File: src/rtl/lzot_pkg.sv
`default_nettype none
// ----------------------------------------------------------------------------
// lzot_pkg: shared constants and types of the layer z-order table
// sizes of the layer table and codes of the request channel
// ----------------------------------------------------------------------------
package lzot_pkg;

  // number of layers kept by the table
  localparam int NUM_LAYERS = 16;

  // index of a layer or of a stack position
  localparam int LAY_W = $clog2(NUM_LAYERS);
  // visible count, 0 .. NUM_LAYERS
  localparam int VT_W  = $clog2(NUM_LAYERS + 1);
  // signed stack position, -1 .. NUM_LAYERS
  localparam int POS_W = VT_W + 1;
  // signed stored height, -1 .. NUM_LAYERS-1
  localparam int HGT_W = LAY_W + 1;

  // fixed field widths of the channels
  localparam int REQ_W     = 2;
  localparam int ID_W      = 4;
  localparam int HEIGHT_W  = 5;
  localparam int COUNT_W   = 5;

  typedef enum logic [REQ_W-1:0] {
    REQ_ALLOC = 2'd0,
    REQ_SET   = 2'd1,
    REQ_FREE  = 2'd2,
    REQ_QUERY = 2'd3
  } req_t;

endpackage : lzot_pkg
`default_nettype wire

File: src/rtl/layer_z_order_table_top.sv
`default_nettype none
// ----------------------------------------------------------------------------
// layer_z_order_table_top: layer table and stacking order of a compositor
//
// request channel (in_valid / in_stall): one transaction carries req_type,
// layer_id and new_height. allocate takes the lowest free layer and hides it,
// set height clamps the wanted height and moves the layer in the stack,
// free hides the layer and releases it, query only reports it.
// result channel (out_valid / out_stall): exactly one transaction per request
// with status, result_layer, final_height, shown_count and order_changed.
// one request is handled at a time; in_stall is high from acceptance until
// the result transaction has been taken.
// a set height or free that moves a layer shifts k stack entries,
// one entry per cycle through a single copy path.
// allocate scans the used marks one layer a cycle, up to the last layer
// when all layers are used.
// the next request is accepted in the cycle after the result is taken.
// a stalled result simply holds in its output registers.
// reset (rst, synchronous): all layers unused and hidden, no layer shown.
// ----------------------------------------------------------------------------
module layer_z_order_table_top
  import lzot_pkg::*;
(
  input  wire logic                       clk,
  input  wire logic                       rst,
  // request channel
  input  wire logic                       in_valid,
  output logic                            in_stall,
  input  wire logic [REQ_W-1:0]           req_type,
  input  wire logic [ID_W-1:0]            layer_id,
  input  wire logic signed [HEIGHT_W-1:0] new_height,
  // result channel
  output logic                            out_valid,
  input  wire logic                       out_stall,
  output logic                            status,
  output logic [ID_W-1:0]                 result_layer,
  output logic signed [HEIGHT_W-1:0]      final_height,
  output logic [COUNT_W-1:0]              shown_count,
  output logic                            order_changed
);

  // sequencer states, one-hot
  typedef enum logic [5:0] {
    ST_IDLE  = 6'b000001,
    ST_PREP  = 6'b000010,
    ST_ALLOC = 6'b000100,
    ST_SHIFT = 6'b001000,
    ST_FIN   = 6'b010000,
    ST_DONE  = 6'b100000
  } state_t;

  localparam logic signed [POS_W-1:0] P_NEG1 = POS_W'(-1);
  localparam logic signed [POS_W-1:0] P_ZERO = POS_W'(0);
  localparam logic signed [POS_W-1:0] P_ONE  = POS_W'(1);
  localparam logic signed [POS_W-1:0] P_NUM  = POS_W'(NUM_LAYERS);
  localparam logic [LAY_W-1:0]        LAST_LAYER = LAY_W'(NUM_LAYERS - 1);

  state_t state;

  // layer table: used marks, heights and the visible count (reset values given)
  logic [NUM_LAYERS-1:0]          used;
  logic signed [HGT_W-1:0]        hgt [NUM_LAYERS];
  logic [VT_W-1:0]                vt;
  // stack order, position 0 at the bottom; only positions below vt are read
  logic [LAY_W-1:0]               stk [NUM_LAYERS];

  // latched request
  req_t                           req_r;
  logic [LAY_W-1:0]               lay_r;
  logic signed [HEIGHT_W-1:0]     want_r;
  logic                           in_range_r;
  logic                           status_r;
  logic                           changed_r;

  // shift sequencer: cursor, limit and direction of the walk
  logic signed [POS_W-1:0]        pos;
  logic signed [POS_W-1:0]        lim;
  logic signed [POS_W-1:0]        h_r;
  logic                           dir_down;
  logic                           do_insert;
  logic                           vt_inc;
  logic                           vt_dec;

  // allocation scan index
  logic [LAY_W-1:0]               idx;

  // ---------------------------------------------------------------------------
  // height clamp and move decision, evaluated in the prep cycle
  // ---------------------------------------------------------------------------
  logic signed [POS_W-1:0] old_p;
  logic signed [POS_W-1:0] vt_s;
  logic signed [POS_W-1:0] top_p;
  logic signed [POS_W-1:0] want_p;
  logic signed [POS_W-1:0] clamp_h;
  logic                    move_en;

  always_comb begin
    old_p  = POS_W'(hgt[lay_r]);
    vt_s   = $signed({1'b0, vt});
    // a shown layer can go at most to the current top, a hidden one just above it
    top_p  = (old_p >= P_ZERO) ? (vt_s - P_ONE) : vt_s;
    want_p = (req_r == REQ_FREE) ? P_NEG1 : POS_W'(want_r);
    clamp_h = (want_p > top_p) ? top_p : want_p;
    if (clamp_h < P_NEG1) begin
      clamp_h = P_NEG1;
    end
    move_en = in_range_r && (clamp_h != old_p) &&
              (((req_r == REQ_SET) && used[lay_r]) ||
               ((req_r == REQ_FREE) && (old_p >= P_ZERO)));
  end

  // ---------------------------------------------------------------------------
  // shared copy path: one stack entry moves per cycle
  // ---------------------------------------------------------------------------
  logic signed [POS_W-1:0] src_p;
  logic                    shift_cont;
  logic                    copy_ok;
  logic [LAY_W-1:0]        mv_lay;

  always_comb begin
    src_p      = dir_down ? (pos - P_ONE) : (pos + P_ONE);
    shift_cont = dir_down ? (pos > lim) : (pos < lim);
    copy_ok    = (src_p >= P_ZERO) && (src_p < P_NUM) &&
                 (pos >= P_ZERO) && (pos < P_NUM);
    mv_lay     = stk[src_p[LAY_W-1:0]];
  end

  assign in_stall  = (state != ST_IDLE);
  assign out_valid = (state == ST_DONE);

  // ---------------------------------------------------------------------------
  // control state and layer table
  // ---------------------------------------------------------------------------
  always_ff @(posedge clk) begin
    if (rst) begin
      state <= ST_IDLE;
      used  <= '0;
      vt    <= '0;
      for (int i = 0; i < NUM_LAYERS; i++) begin
        hgt[i] <= HGT_W'(-1);
      end
    end else begin
      unique case (state)
        ST_IDLE: begin
          if (in_valid) begin
            state <= ST_PREP;
          end
        end
        ST_PREP: begin
          if (req_r == REQ_ALLOC) begin
            state <= ST_ALLOC;
          end else begin
            if ((req_r == REQ_FREE) && in_range_r) begin
              used[lay_r] <= 1'b0;
            end
            if (move_en) begin
              hgt[lay_r] <= HGT_W'(clamp_h);
              state      <= ST_SHIFT;
            end else begin
              state <= ST_FIN;
            end
          end
        end
        ST_ALLOC: begin
          if (!used[idx]) begin
            used[idx] <= 1'b1;
            hgt[idx]  <= HGT_W'(-1);
            state     <= ST_FIN;
          end else if (idx == LAST_LAYER) begin
            state <= ST_FIN;
          end
        end
        ST_SHIFT: begin
          if (shift_cont) begin
            // the moved layer takes the number of its new position
            if (copy_ok) begin
              hgt[mv_lay] <= HGT_W'(pos);
            end
          end else begin
            if (vt_dec && (vt != '0)) begin
              vt <= vt - VT_W'(1);
            end else if (vt_inc && (vt != VT_W'(NUM_LAYERS))) begin
              vt <= vt + VT_W'(1);
            end
            state <= ST_FIN;
          end
        end
        ST_FIN: begin
          state <= ST_DONE;
        end
        ST_DONE: begin
          if (!out_stall) begin
            state <= ST_IDLE;
          end
        end
        default: begin
          state <= ST_IDLE;
        end
      endcase
    end
  end

  // ---------------------------------------------------------------------------
  // request registers, stack order and result registers
  // ---------------------------------------------------------------------------
  always_ff @(posedge clk) begin
    unique case (state)
      ST_IDLE: begin
        if (in_valid) begin
          req_r      <= req_t'(req_type);
          lay_r      <= LAY_W'(layer_id);
          want_r     <= new_height;
          in_range_r <= (int'(layer_id) < NUM_LAYERS);
          status_r   <= 1'b0;
          changed_r  <= 1'b0;
          idx        <= '0;
        end
      end
      ST_PREP: begin
        if ((req_r != REQ_ALLOC) && move_en) begin
          changed_r <= 1'b1;
          h_r       <= clamp_h;
          vt_inc    <= 1'b0;
          vt_dec    <= 1'b0;
          if (clamp_h < old_p) begin
            pos <= old_p;
            if (clamp_h >= P_ZERO) begin
              // move down: entries between new and old place go up one
              dir_down  <= 1'b1;
              lim       <= clamp_h;
              do_insert <= 1'b1;
            end else begin
              // hide: entries above the old place close the gap
              dir_down  <= 1'b0;
              lim       <= vt_s - P_ONE;
              do_insert <= 1'b0;
              vt_dec    <= 1'b1;
            end
          end else begin
            do_insert <= 1'b1;
            if (old_p >= P_ZERO) begin
              // move up: entries between old and new place go down one
              dir_down <= 1'b0;
              pos      <= old_p;
              lim      <= clamp_h;
            end else begin
              // show: entries from the new place to the top go up one
              dir_down <= 1'b1;
              pos      <= vt_s;
              lim      <= clamp_h;
              vt_inc   <= 1'b1;
            end
          end
        end
      end
      ST_ALLOC: begin
        if (!used[idx]) begin
          lay_r <= idx;
        end else if (idx == LAST_LAYER) begin
          // all layers in use
          status_r <= 1'b1;
          lay_r    <= '0;
        end else begin
          idx <= idx + LAY_W'(1);
        end
      end
      ST_SHIFT: begin
        if (shift_cont) begin
          if (copy_ok) begin
            stk[pos[LAY_W-1:0]] <= mv_lay;
          end
          pos <= dir_down ? (pos - P_ONE) : (pos + P_ONE);
        end else if (do_insert) begin
          stk[h_r[LAY_W-1:0]] <= lay_r;
        end
      end
      ST_FIN: begin
        status        <= status_r;
        result_layer  <= ID_W'(lay_r);
        final_height  <= ((req_r != REQ_ALLOC) && in_range_r) ?
                         HEIGHT_W'(hgt[lay_r]) : HEIGHT_W'(-1);
        shown_count   <= COUNT_W'(vt);
        order_changed <= changed_r;
      end
      ST_DONE: begin
      end
      default: begin
      end
    endcase
  end

endmodule : layer_z_order_table_top
`default_nettype wire
File: config.mk
export PLATFORM = sky130hd
export DESIGN_NAME = layer_z_order_table_top
export DESIGN_NICKNAME = d
export VERILOG_FILES = /design/src/rtl/lzot_pkg.sv /design/src/rtl/layer_z_order_table_top.sv
export SDC_FILE = /design/constraint.sdc
export NUM_CORES = 1
export LEC_CHECK = 0
export ABC_CLOCK_PERIOD_IN_PS = 9950
export BUFFER_PORTS_ARGS = -buffer_cell sky130_fd_sc_hd__buf_4
export CORE_MARGIN = 1
export CORE_UTILIZATION = 40
export DETAILED_ROUTE_END_ITERATION = 8
export PLACE_DENSITY_LB_ADDON = 0.08
export SYNTH_ARGS = -nofsm -noshare
export SYNTH_HDL_FRONTEND = slang
export SYNTH_SLANG_ARGS = --single-unit
File: constraint.sdc
create_clock -name clk -period 9.95 [get_ports clk]
set_clock_uncertainty 0.1 [all_clocks]
set_input_delay 0 -clock clk [delete_from_list [all_inputs] [get_ports clk]]
set_output_delay 0 -clock clk [all_outputs]
set_load 0.05 [all_outputs]
---- Word-level counts from Yosys, hierarchy flattened ----
Memory sizes are Yosys's and may differ from the RTL's. A register that Yosys moved wholly into a read port is not among the register bits.
Index checks and enable logic that the tools add are counted.
storage, ports and cells
  register bits ........................... 80
  memory bits (writable) .................. 144
  input bits .............................. 15
  output and inout port bits .............. 18
  logic and storage cells ................. 193
  memories kept ........................... 2
cells by class
  add/sub/neg operators ................... 6
  $lt $le $gt $ge ......................... 15
  equality and inequality tests ........... 24
  mux-type cells .......................... 87
  bitwise gates (word level) .............. 4
  reductions and logical operators ........ 34
memory list
  name  words  width  read ports  clocked after memory_dff  wr ports  line                           RTL
  hgt   16     5      1           1                         16        layer_z_order_table_top.sv:62  logic signed [HGT_W-1:0] hgt [NUM_LAYERS];
  stk   16     4      1           0                         1         layer_z_order_table_top.sv:65  logic [LAY_W-1:0] stk [NUM_LAYERS];
operators with widths
  kind                count
  $mux 6              16
  $mux 16             3
  $mux 4              12
  $mux 1              38
  $pmux 6 s6          1
  $mux 5              7
  $pmux 16 s2         1
  $ne 2x2->1 const B  11
  $ge 6x1->1 const B  3
  $and 16x16->16      1
  $not 16->16         1
  $or 16x16->16       1
  $pmux 4 s2          2
  $reduce_and 4->1    4
  $reduce_or 5->1     3
  $gt 6x6->1          2
  $lt 6x6->1 const B  2
  $pmux 6 s2          1
  $reduce_and 3->1    4
  $reduce_bool 2->1   6
  $logic_and 1x1->1   11
  $lt 4x5->1 const B  2
  $bmux 1 s4          2
  $demux 1 s4         2
  other kinds (31)    34

---- Depth between registers and ports, before layout ----
  depth in word-level cells ............... 17
  mapped depth ............................ 29
  depth with buffers taken out ............ 25

---- Worst setup path before layout ----
OpenSTA, ideal clock, no wires.
  path type ............................... reg2reg
  from .................................... reg with a tool-made name
  to ...................................... mem hgt[10][0] (netlist name) (enable)
  arrival time ............................ 5.823 ns
  required time ........................... 9.537 ns
  path slack .............................. 3.714 ns
  stages on the path, launching flop included .. 27
  cells stage by stage .................... dfxtp_1 > buf_6 > mux4_2 > a22oi_2 > nand2_2 > clkinv_4 > nand2_1 > xor2_1 > ha_1 > nand3_1 > o21ai_0 > o22ai_1 > a21oi_1 > clkbuf_1 > mux2_2 > ha_1 > clkbuf_1 > or2_2 > ha_1 > and3_1 > nand4_1 > nand2_1 > or2_4 > a21o_1 > buf_6 > nor4_2 > or2_1
RTL lines
  element        line
  end, declared  layer_z_order_table_top.sv:62

==> run metrics <==
CTS sink count ~230; CTS Root Cell clkbuf_16; critical path, cell by cell buf_4 -> mux4_2 -> a22oi_2 -> nand2_2 -> clkinv_4 -> nand2_1 -> xor2_1 -> ha_1 -> nand3_1 -> o21ai_0 -> o22ai_1 -> a21oi_1 -> mux2_2 -> ha_1 -> a21oi_1 -> o21ai_0 -> ha_1 -> nand4_1 -> nand2_1 -> or2_4 -> a21o_1 -> nor4_2 -> or2_1; register area share after synthesis 0.551; Post-Syn Area per Cell 12.2 um^2; RSZ-0062 raised after global routing false; Max VDD drop 0.000162 V; Synth top area share 0.499; Slew @ Worst Pin 1060 ps; vias per cell between 5 and 6; Post-Route WL 31100 um; Post-synth EDFFs 197; Netlist cell types 78; main flop type after synthesis edfxtp_1; total number of vias 7891; main combinational cell family by area after synthesis simple AND/OR/NAND/NOR gates; Synth Area in Adders 0.0371; fin crit period ~7500 ps; endpoints failing hold 0; compound-cell area share of the yosys netlist 0.0975; IO Count 33; Clk pin slew, worst setup/hold paths roughly 70 ps; Crit. End Element flip-flop; Hold WS 98.1 ps; CP peak stage delay 680 ps; XOR/XNOR share of the synthesized area 0.0163; drt drc 0; die area ~0.030 mm^2; max-slew violations 0; startpoint types flip-flop; Initial Util 0.410; Buf/Inv on CP 2; Slowest-stage cell, CP a21oi_1; WL/cell approximately 22 um; FMAX approximately 130 MHz; IO buf count 32; htree depth 1; most used cell, CP ha_1; postcts setup bufs 0; Die X roughly 170 um; setup TNS 0 ps; ant diodes 0; Synthesized Nets 1018; Area Overhead vs Synth 13.6%; Crit path max-delay family compound AO/OA/AOI/OAI gates; Die Height 174 um; dpl ws 2490 ps; dpl hpwl approximately 22000 um; clock buffer depth 3; Cell Pwr Density 223 mW/mm^2; required time worst endpoint 10060 ps; Hold Crit Class in2reg; area of the core 0.0289 mm^2; initial antenna violation count 0; CTS tree built; total congestion overflow 0; # setup viols final 0; top cells by area, synth edfxtp_1 (50%), mux4_2 (8.7%), dfxtp_1 (5.2%); Post-Synthesis Cells 969; highest net fanout along the worst path 20; row cnt 62; Worst slew margin 0.294; pin count of the biggest net entering global routing 60; vias in the first global route between 7000 and 8000; fillers 2633; Synth Area in Simple Gates 0.154; Yosys top cell by area edfxtp_1; part of the cycle the worst path needs 0.752; layout cell share with drive strength beyond 1 0.185; Ys Warns 0; All-Layer GR Usage 0.210; synthesized area about 0.012 mm^2; most common cell in the netlist edfxtp_1; first-pass GRT wire length between 40000 and 50000 um; NumNets Final 1049; Max Cap Viol 0; Crit Path Class reg2reg; Detail Route Antenna Nets 0; drt first-iter violations 667; Num CTS Buffers 25; clock latency on the worst-skew pair 530 ps; status complete, no violations; First-pass DRT Iterations 5; post-synthesis mux area share 0.113; Critical Path AT 7590 ps; Pleak between 4 and 5 nW; Async SR Flop Fraction 0; synth cell count leaders edfxtp_1 (197), nand2_1 (131), nor2_1 (70); #FFs+latches synth 228; final worst setup slack roughly 2500 ps; GP Congestion 0.819
[power breakdown]
| group | switching (mW) | total (mW) | internal, mW |
|---|---|---|---|
| sequential | 0.0462 | 1.15 | 1.10 |
| clock | 0.395 | 0.984 | 0.589 |
| combinational | 0.591 | 0.870 | 0.279 |
[cell type report]
| type | count | area (um^2) | share of cell area |
|---|---|---|---|
| sequential | 228 | 6540 | 0.485 |
| multi-input combinational | 657 | 5020 | 0.373 |
| clock buffer | 28 | 667 | 0.0495 |
| tap | 384 | 480 | 0.0356 |
| timing repair buffer | 52 | 428 | 0.0317 |
| clock inverter | 17 | 206 | 0.0153 |
| inverter | 36 | 140 | 0.0104 |
[cell families after synthesis]
kind of cell             count (synthesis)
AND/OR/NAND/NOR                        356
flip-flops                             228
AO/OA/AOI/OAI                          171
buffers and inverters                   84
multiplexers                            76
adder cells (fa/ha/maj)                 34
XOR/XNOR                                20
[routing by layer]
layer,track usage,part of all wire
met5,0,0
met2,0.334,0.47
met1,0.299,0.46
met4,0.0607,0.025
met3,0.0260,0.048
[final timing paths]
path                                    start         to  slack, ps  depth (start not counted)
worst max-delay path                flip-flop  hgt[4][1]       2470                         23
worst min-delay path            new_height[4]  want_r[4]        100                          2
worst max register to register      flip-flop  hgt[4][1]       2470                         23
worst min register to register       status_r     status        330                          0
[placed cells by master (no fill, tap or decap), drive strengths merged, types with 8 or more instances in the layout]
| cell type | instances |
|---|---|
| o21ai | 47 |
| or2 | 24 |
| mux2 | 8 |
| nor2b | 14 |
| a31oi | 8 |
| a21oi | 50 |
| nor2 | 71 |
| xor2 | 13 |
| dlygate4sd3 | 15 |
| buf | 37 |
| a211oi | 9 |
| edfxtp | 197 |
| a21o | 8 |
| nand2 | 133 |
| dfxtp | 31 |
| nor4 | 15 |
| clkinv | 9 |
| clkbuf | 28 |
| ha | 32 |
| nand3 | 40 |
| inv | 36 |
| nor3 | 20 |
| mux4 | 46 |
| mux2i | 22 |
[per-stage QoR]
stage | instance area [um^2] | power, mW | utilization | instances
5_1_grt | 13500 | 3.14 | 0.466 | 1402
4_1_cts | 13500 | 3.03 | 0.466 | 1402
6_report | 13500 | 3.00 | 0.466 | 1402
3_3_place_gp | 12500 | 2.04 | 0.431 | 1342
2_1_floorplan | 11900 | 1.73 | - | 969
3_5_place_dp | 12500 | 2.04 | 0.431 | 1342
[what timing repair did]
item | 4_1_cts | 5_1_grt
hold endpoints to repair | 43 | 0
hold buffers | 15 | 0
resized for setup | 0 | 0
[sequential cells by signal (all words and copies together) (netlist names), 2 cells and up, named ones only]
name	count
used	16
lim	6
vt	5
h_r	4
hgt	80
final_height	5
pos	6
idx	4
req_r	2
shown_count	5
lay_r	4
result_layer	4
want_r	5
stk	64
state	6
No activity file was read; power rests on OpenSTA's default activity.
